===== src/mpma_pkg.sv =====
// Shared constants, codes, control structs and the pattern id helper of the pattern matching automaton.
`default_nettype none
package mpma_pkg;

    localparam int MAX_STATES   = 256;
    localparam int ALPHABET     = 6;
    localparam int MAX_PATTERNS = 16;

    localparam int STATE_W = $clog2(MAX_STATES);
    localparam int COUNT_W = STATE_W + 1;
    localparam int CH_W    = (ALPHABET > 1) ? $clog2(ALPHABET) : 1;
    localparam int ROW_W   = ALPHABET * STATE_W;
    localparam int PID_W   = (MAX_PATTERNS > 1) ? $clog2(MAX_PATTERNS) : 1;

    typedef logic [1:0] cmd_code_t;
    localparam cmd_code_t CMD_PATTERN = 2'd0;
    localparam cmd_code_t CMD_BUILD   = 2'd1;
    localparam cmd_code_t CMD_TEXT    = 2'd2;
    localparam cmd_code_t CMD_CLEAR   = 2'd3;

    typedef logic [1:0] rd_sel_t;
    localparam rd_sel_t RD_INS  = 2'd0;
    localparam rd_sel_t RD_TXT  = 2'd1;
    localparam rd_sel_t RD_P    = 2'd2;
    localparam rd_sel_t RD_FAIL = 2'd3;

    typedef struct packed {
        logic    load_in;
        rd_sel_t rd_sel;
        logic    ins_step;
        logic    ins_zero;
        logic    txt_step;
        logic    clear_all;
        logic    rep_ins;
        logic    rep_txt;
        logic    rep_root;
        logic    walk_init;
        logic    walk_pop;
        logic    walk_load;
        logic    walk_latch;
        logic    walk_act;
    } dp_ctrl_t;

    typedef struct packed {
        cmd_code_t cmd;
        logic      sym_valid;
        logic      ins_new;
        logic      walk_more;
        logic      last_c;
    } dp_stat_t;

    function automatic logic [PID_W-1:0] sat_pid(input logic [3:0] pid);
        logic [PID_W-1:0] res;
        if (32'(pid) >= MAX_PATTERNS)
            res = PID_W'(MAX_PATTERNS - 1);
        else
            res = PID_W'(pid);
        return res;
    endfunction

endpackage
`default_nettype wire


===== src/mpma_ctrl.sv =====
// Controller state machine that sequences insert, text, build and clear requests.
`default_nettype none
module mpma_ctrl (
    input  wire logic              clk,
    input  wire logic              rst_n,
    input  wire logic              start,
    input  wire mpma_pkg::dp_stat_t stat,
    output mpma_pkg::dp_ctrl_t     ctrl,
    output logic                   busy,
    output logic                   done
);
    import mpma_pkg::*;

    localparam logic [3:0] S_IDLE  = 4'd0;
    localparam logic [3:0] S_DISP  = 4'd1;
    localparam logic [3:0] S_INS   = 4'd2;
    localparam logic [3:0] S_INSZ  = 4'd3;
    localparam logic [3:0] S_TXT   = 4'd4;
    localparam logic [3:0] S_WPOP  = 4'd5;
    localparam logic [3:0] S_WLOAD = 4'd6;
    localparam logic [3:0] S_WRD   = 4'd7;
    localparam logic [3:0] S_WRDF  = 4'd8;
    localparam logic [3:0] S_WACT  = 4'd9;
    localparam logic [3:0] S_REP   = 4'd10;
    localparam logic [3:0] S_OUT   = 4'd11;

    logic [3:0] state_reg;
    logic [3:0] state_next;

    always_ff @(posedge clk or negedge rst_n)
    begin
        if (!rst_n)
            state_reg <= S_IDLE;
        else
            state_reg <= state_next;
    end

    always_comb
    begin
        ctrl       = '0;
        ctrl.rd_sel = RD_P;
        state_next = state_reg;
        unique case (state_reg)
            S_IDLE:
            begin
                if (start)
                begin
                    ctrl.load_in = 1'b1;
                    state_next   = S_DISP;
                end
            end
            S_DISP:
            begin
                unique case (stat.cmd)
                    CMD_PATTERN:
                    begin
                        ctrl.rd_sel = RD_INS;
                        if (stat.sym_valid)
                            state_next = S_INS;
                        else
                        begin
                            ctrl.rep_ins = 1'b1;
                            state_next   = S_REP;
                        end
                    end
                    CMD_TEXT:
                    begin
                        ctrl.rd_sel = RD_TXT;
                        if (stat.sym_valid)
                            state_next = S_TXT;
                        else
                        begin
                            ctrl.rep_txt = 1'b1;
                            state_next   = S_REP;
                        end
                    end
                    CMD_BUILD:
                    begin
                        ctrl.walk_init = 1'b1;
                        state_next     = S_WPOP;
                    end
                    CMD_CLEAR:
                    begin
                        ctrl.clear_all = 1'b1;
                        state_next     = S_REP;
                    end
                    default: state_next = S_REP;
                endcase
            end
            S_INS:
            begin
                ctrl.ins_step = 1'b1;
                state_next    = stat.ins_new ? S_INSZ : S_REP;
            end
            S_INSZ:
            begin
                ctrl.ins_zero = 1'b1;
                state_next    = S_REP;
            end
            S_TXT:
            begin
                ctrl.txt_step = 1'b1;
                state_next    = S_REP;
            end
            S_WPOP:
            begin
                if (stat.walk_more)
                begin
                    ctrl.walk_pop = 1'b1;
                    state_next    = S_WLOAD;
                end
                else
                begin
                    ctrl.rep_root = 1'b1;
                    state_next    = S_REP;
                end
            end
            S_WLOAD:
            begin
                ctrl.walk_load = 1'b1;
                state_next     = S_WRD;
            end
            S_WRD:
            begin
                ctrl.rd_sel = RD_P;
                state_next  = S_WRDF;
            end
            S_WRDF:
            begin
                // The goto read now follows the failure link of the popped state.
                ctrl.rd_sel     = RD_FAIL;
                ctrl.walk_latch = 1'b1;
                state_next      = S_WACT;
            end
            S_WACT:
            begin
                ctrl.walk_act = 1'b1;
                state_next    = stat.last_c ? S_WPOP : S_WRD;
            end
            S_REP:   state_next = S_OUT;
            S_OUT:   state_next = S_IDLE;
            default: state_next = S_IDLE;
        endcase
    end

    assign busy = (state_reg != S_IDLE);
    assign done = (state_reg == S_OUT);

endmodule
`default_nettype wire


===== config.mk =====
export PLATFORM = sky130hd
export DESIGN_NAME = mpma_ctrl
export DESIGN_NICKNAME = d
export VERILOG_FILES = /design/src/mpma_pkg.sv /design/src/mpma_ctrl.sv
export SDC_FILE = /design/constraint.sdc
export NUM_CORES = 1
export LEC_CHECK = 0
export ABC_CLOCK_PERIOD_IN_PS = 1800
export BUFFER_PORTS_ARGS = -buffer_cell sky130_fd_sc_hd__clkbuf_2
export CAP_MARGIN = 15
export CELL_PAD_IN_SITES_DETAIL_PLACEMENT = 0
export CELL_PAD_IN_SITES_GLOBAL_PLACEMENT = 1
export CORE_MARGIN = 10
export CORE_UTILIZATION = 29
export CTS_BUF_LIST = sky130_fd_sc_hd__clkbuf_8
export CTS_CLUSTER_SIZE = 25
export DETAILED_ROUTE_END_ITERATION = 7
export HOLD_SLACK_MARGIN = 0.1
export PLACE_DENSITY_LB_ADDON = 0.1
export SYNTH_ARGS = -nofsm -noshare
export SYNTH_HDL_FRONTEND = slang
export SYNTH_SLANG_ARGS = --single-unit

===== constraint.sdc =====
create_clock -name clk -period 1.8 [get_ports clk]
set_clock_uncertainty 0.05 [all_clocks]
set_input_delay 0.09 -clock clk [delete_from_list [all_inputs] [get_ports clk]]
set_output_delay 0.09 -clock clk [all_outputs]
set_load 0.1 [all_outputs]

# Word-level counts from Yosys, hierarchy flattened
# Index checks and enable logic that the tools add are counted.
dict set report word_totals {
  register_bits 4
  input_bits 9
  output_inout_bits 17
  wordCells 49
}
dict set report op_classes {
  n_eq_ne 15
  muxes 29
  reduce_logical 4
}
# cell n
set op_table {}
lappend op_table {{$pmux 4 s10} 1}
lappend op_table {{$mux 4} 5}
lappend op_table {{$mux 1} 18}
lappend op_table {{$eq 4x3->1 const B} 4}
lappend op_table {{$eq 4x4->1 const B} 4}
lappend op_table {{$pmux 4 s4} 1}
lappend op_table {{$eq 4x2->1 const B} 2}
lappend op_table {{$pmux 2 s2} 2}
lappend op_table {{$eq 2x2->1 const B} 2}
lappend op_table {{$eq 4x1->1 const B} 1}
lappend op_table {{$logic_not 4->1} 1}
lappend op_table {{$reduce_bool 4->1} 1}
lappend op_table {{$mux 3} 1}
lappend op_table {{$eq 2x1->1 const B} 1}
lappend op_table {{$logic_not 2->1} 1}
lappend op_table {{$mux 2} 1}
lappend op_table {{$ne 2x2->1 const B} 1}
lappend op_table {{$reduce_or 2->1} 1}

# Depth between registers and ports, before layout
dict set report logic_depth {
  word_depth 3
  ltp_mapped 4
  ltp_nobuf 4
}

# Least setup slack after synthesis
# No wires, ideal clock.
dict set report synth_timing {
  path_kind {reg2out}
  from {register state_reg[1]}
  to {output ctrl[12] (netlist name)}
  arrival_ps 3484
  required_time_ps 1660
  path_slack_ps -1824
  path_stages_with_launch 4
  path_buffers 1
  cell_sequence {dfrtp_1 > clkbuf_1 > nor3_1 > a21o_1}
}
# element line
set synth_lines {}
lappend synth_lines {{start, declared} mpma_ctrl.sv:27} ;# logic [3:0] state_reg;
lappend synth_lines {{start signal, assigned} mpma_ctrl.sv:35} ;# state_reg <= state_next;
lappend synth_lines {{end, declared} mpma_ctrl.sv:8} ;# output mpma_pkg::dp_ctrl_t ctrl,

==> impl_metrics.ini <==
[drt]
vias = 575
wl_mm = 1.64
first_pass_iters = 4
via_per_inst = 5.23
routedWlPerCell_um = 14.9
drc_errors = 0
drtIter0Drc = 13
postRouteAntennaNets = 0

[yosys]
synth-seq-cells = 4
async_reset_ff_share_pct = 100
synth.largest_area_cell = dfrtp_1
synth_enable_flop_cells = 0
syn_area_sq_um = 453
yosys.area.top_type_share_pct = 22.1
synthTopCellsByArea = dfrtp_1, nor2_1, nor3_1
synth-main-ff-cell = dfrtp_1
syn_inst = 61
syn_nets = 70
ys_warn_count = 0
ys_types = 30
synth.avg_cell_area_sq_um = 7.43
yosysSeqAreaShare_pct = 22.1

[sta]
fin_crit_sh_pct = 106
fin_hold_ws_ps = 161
slew_headroom_pct = 81.5
tightest_slew_ps = 280
fin_ws_ps = -105
grt_setup_unrepaired = yes
hold_viol_final = 0
fmax_mhz = 525
slew_violations = 0
final.setup.tns_ps = -404
setup_viol = 5
min_period_ps = 1910

[die]
core-area_sq_um = 1490
io_pins = 26
std_cell_rows = 14
die-area_sq_um = 3540
die_x_um = 59.5
die_h_um = 59.5
start_util_pct = 30.4

[clocking]
clockBufferDepth = 2
cts_root_buf = clkbuf_8
clk_pin_slew_ps = 30
h-tree-depth = 1
clk_latency_ps = 220
cts_made_buffers = 3
cts_sinks = 4
cts_tree = yes

[worst_hold_path]
hp-class = input pin to asynchronous set/reset pin

[global_route]
antenna_found_initial = 0
grt_pass1_wl_mm = 2.86
grt_max_degree = 16
grt_overflow_total = 0
track_usage_pct = 10.6
first_global_vias = 600

[worst_setup_path]
timing.rr.end = state_reg[3]$_DFFE_PN0P_
rr_startpoint = state_reg[2]$_DFFE_PN0P_
critical_path_class = register to output port
r2r_setup_slack_ps = 140
worst_ep_required_time_ps = 1660
start_kind = register
cp_max_fo = 14
worstPathArrival_ps = 1770
worst_setup_path_end_kind = output port
r2r.worst_path.cells = 4

[layout]
largest_reg_flops = 4
drive_above_1_share_pct = 58.5
fillCellCount = 116
area_delta_synth_final_pct = 129
n_antenna_cell = 0
nNetsFinal = 105
finish.utilization_pct = 69.7

[placed_design]
routabilityCongestion = 0.817
dp_hpwl_mm = 1.28
port_buffers = 25
pre_cts_slack_ps = 67.2

[outcome]
run_status = finished with violations
violations = setup timing

[run]
drv_cap = 0
==> worst max-delay path: stages (launching register included) <==
cell and delay [ps]:
dfrtp_1 360, buf_4 190, or4bb_1 650, nor2_4 150, buf_12 180
==> worst max path at each step <==
stage	startpoint	slack, ps	end	cells after the start
6_report	state_reg[3]$_DFFE_PN0P_	-110	ctrl[3]	4
2_1_floorplan	state_reg[2]$_DFFE_PN0P_	-460	ctrl[6]	4
4_1_cts	state_reg[3]$_DFFE_PN0P_	-130	ctrl[6]	5
3_3_place_gp	state_reg[2]$_DFFE_PN0P_	90	ctrl[6]	5
3_5_place_dp	state_reg[2]$_DFFE_PN0P_	70	ctrl[6]	5
5_1_grt	state_reg[3]$_DFFE_PN0P_	-180	ctrl[6]	5
==> cells in the final DEF, fill, tap and decap left out, drive strengths merged, types with 2 or more instances in the layout <==
master  count
a21o        2
and3        2
buf        25
clkbuf     11
dfrtp       4
inv         2
nand2       4
nand2b      3
nor2       11
nor2b       3
nor3        7
o21ai       2
o32ai       3
or4b        2
==> cell usage after synthesis, types with 2 or more instances <==
cell type  number
nor2b_1         3
nor3_1          6
nand2_1         4
a21o_1          2
nor2_1         10
and3_1          2
o21ai_0         2
nand2b_1        3
clkbuf_1        4
o32ai_1         2
dfrtp_1         4
==> timing repair <==
item                                    4_1_cts  5_1_grt
gates resized for setup                       0        2
buffers inserted                              3        0
pin swaps                                     4        1
endpoints found under the setup margin        5        8
endpoints found under the hold margin         4        0
hold buffers                                  1        0
==> per-stage QoR <==
step | area, sq um | cells
finish | 1040 | 110
detailed placement | 953 | 103
global placement | 953 | 103
CTS | 1030 | 110
global route | 1040 | 110
floorplan | 544 | 61
==> logic make-up (layout without fill, tap and decap cells) <==
| family | after synthesis | after routing | synth area share [%] |
|---|---|---|---|
| compound gates | 13 | 13 | 22.7 |
| flops | 4 | 4 | 22.1 |
| simple gates | 38 | 38 | 50.3 |
| buf+inv | 6 | 39 | 4.97 |
==> per-layer routing <==
metal	vias to the layer above	share of wire [%]	routed length, um	track usage [%]
met5	-	0	0	0
met4	0	2.9	47	8.33
met3	4	7.0	115	3.65
met2	23	50	821	16.5
met1	259	40	660	11.4
li1	289	-	-	-
==> cell type report <==
class	count	area (sq um)	share of cell area, %
timing repair buffer	34	438	42.2
multi-input combinational	51	425	41.0
sequential	4	100	9.65
clock buffer	3	41.3	3.98
tap	16	20.0	1.93
inverter	2	12.5	1.21
Power is not shown: default switching activity piles up to over one toggle a cycle in this logic, so the estimate is an artifact.
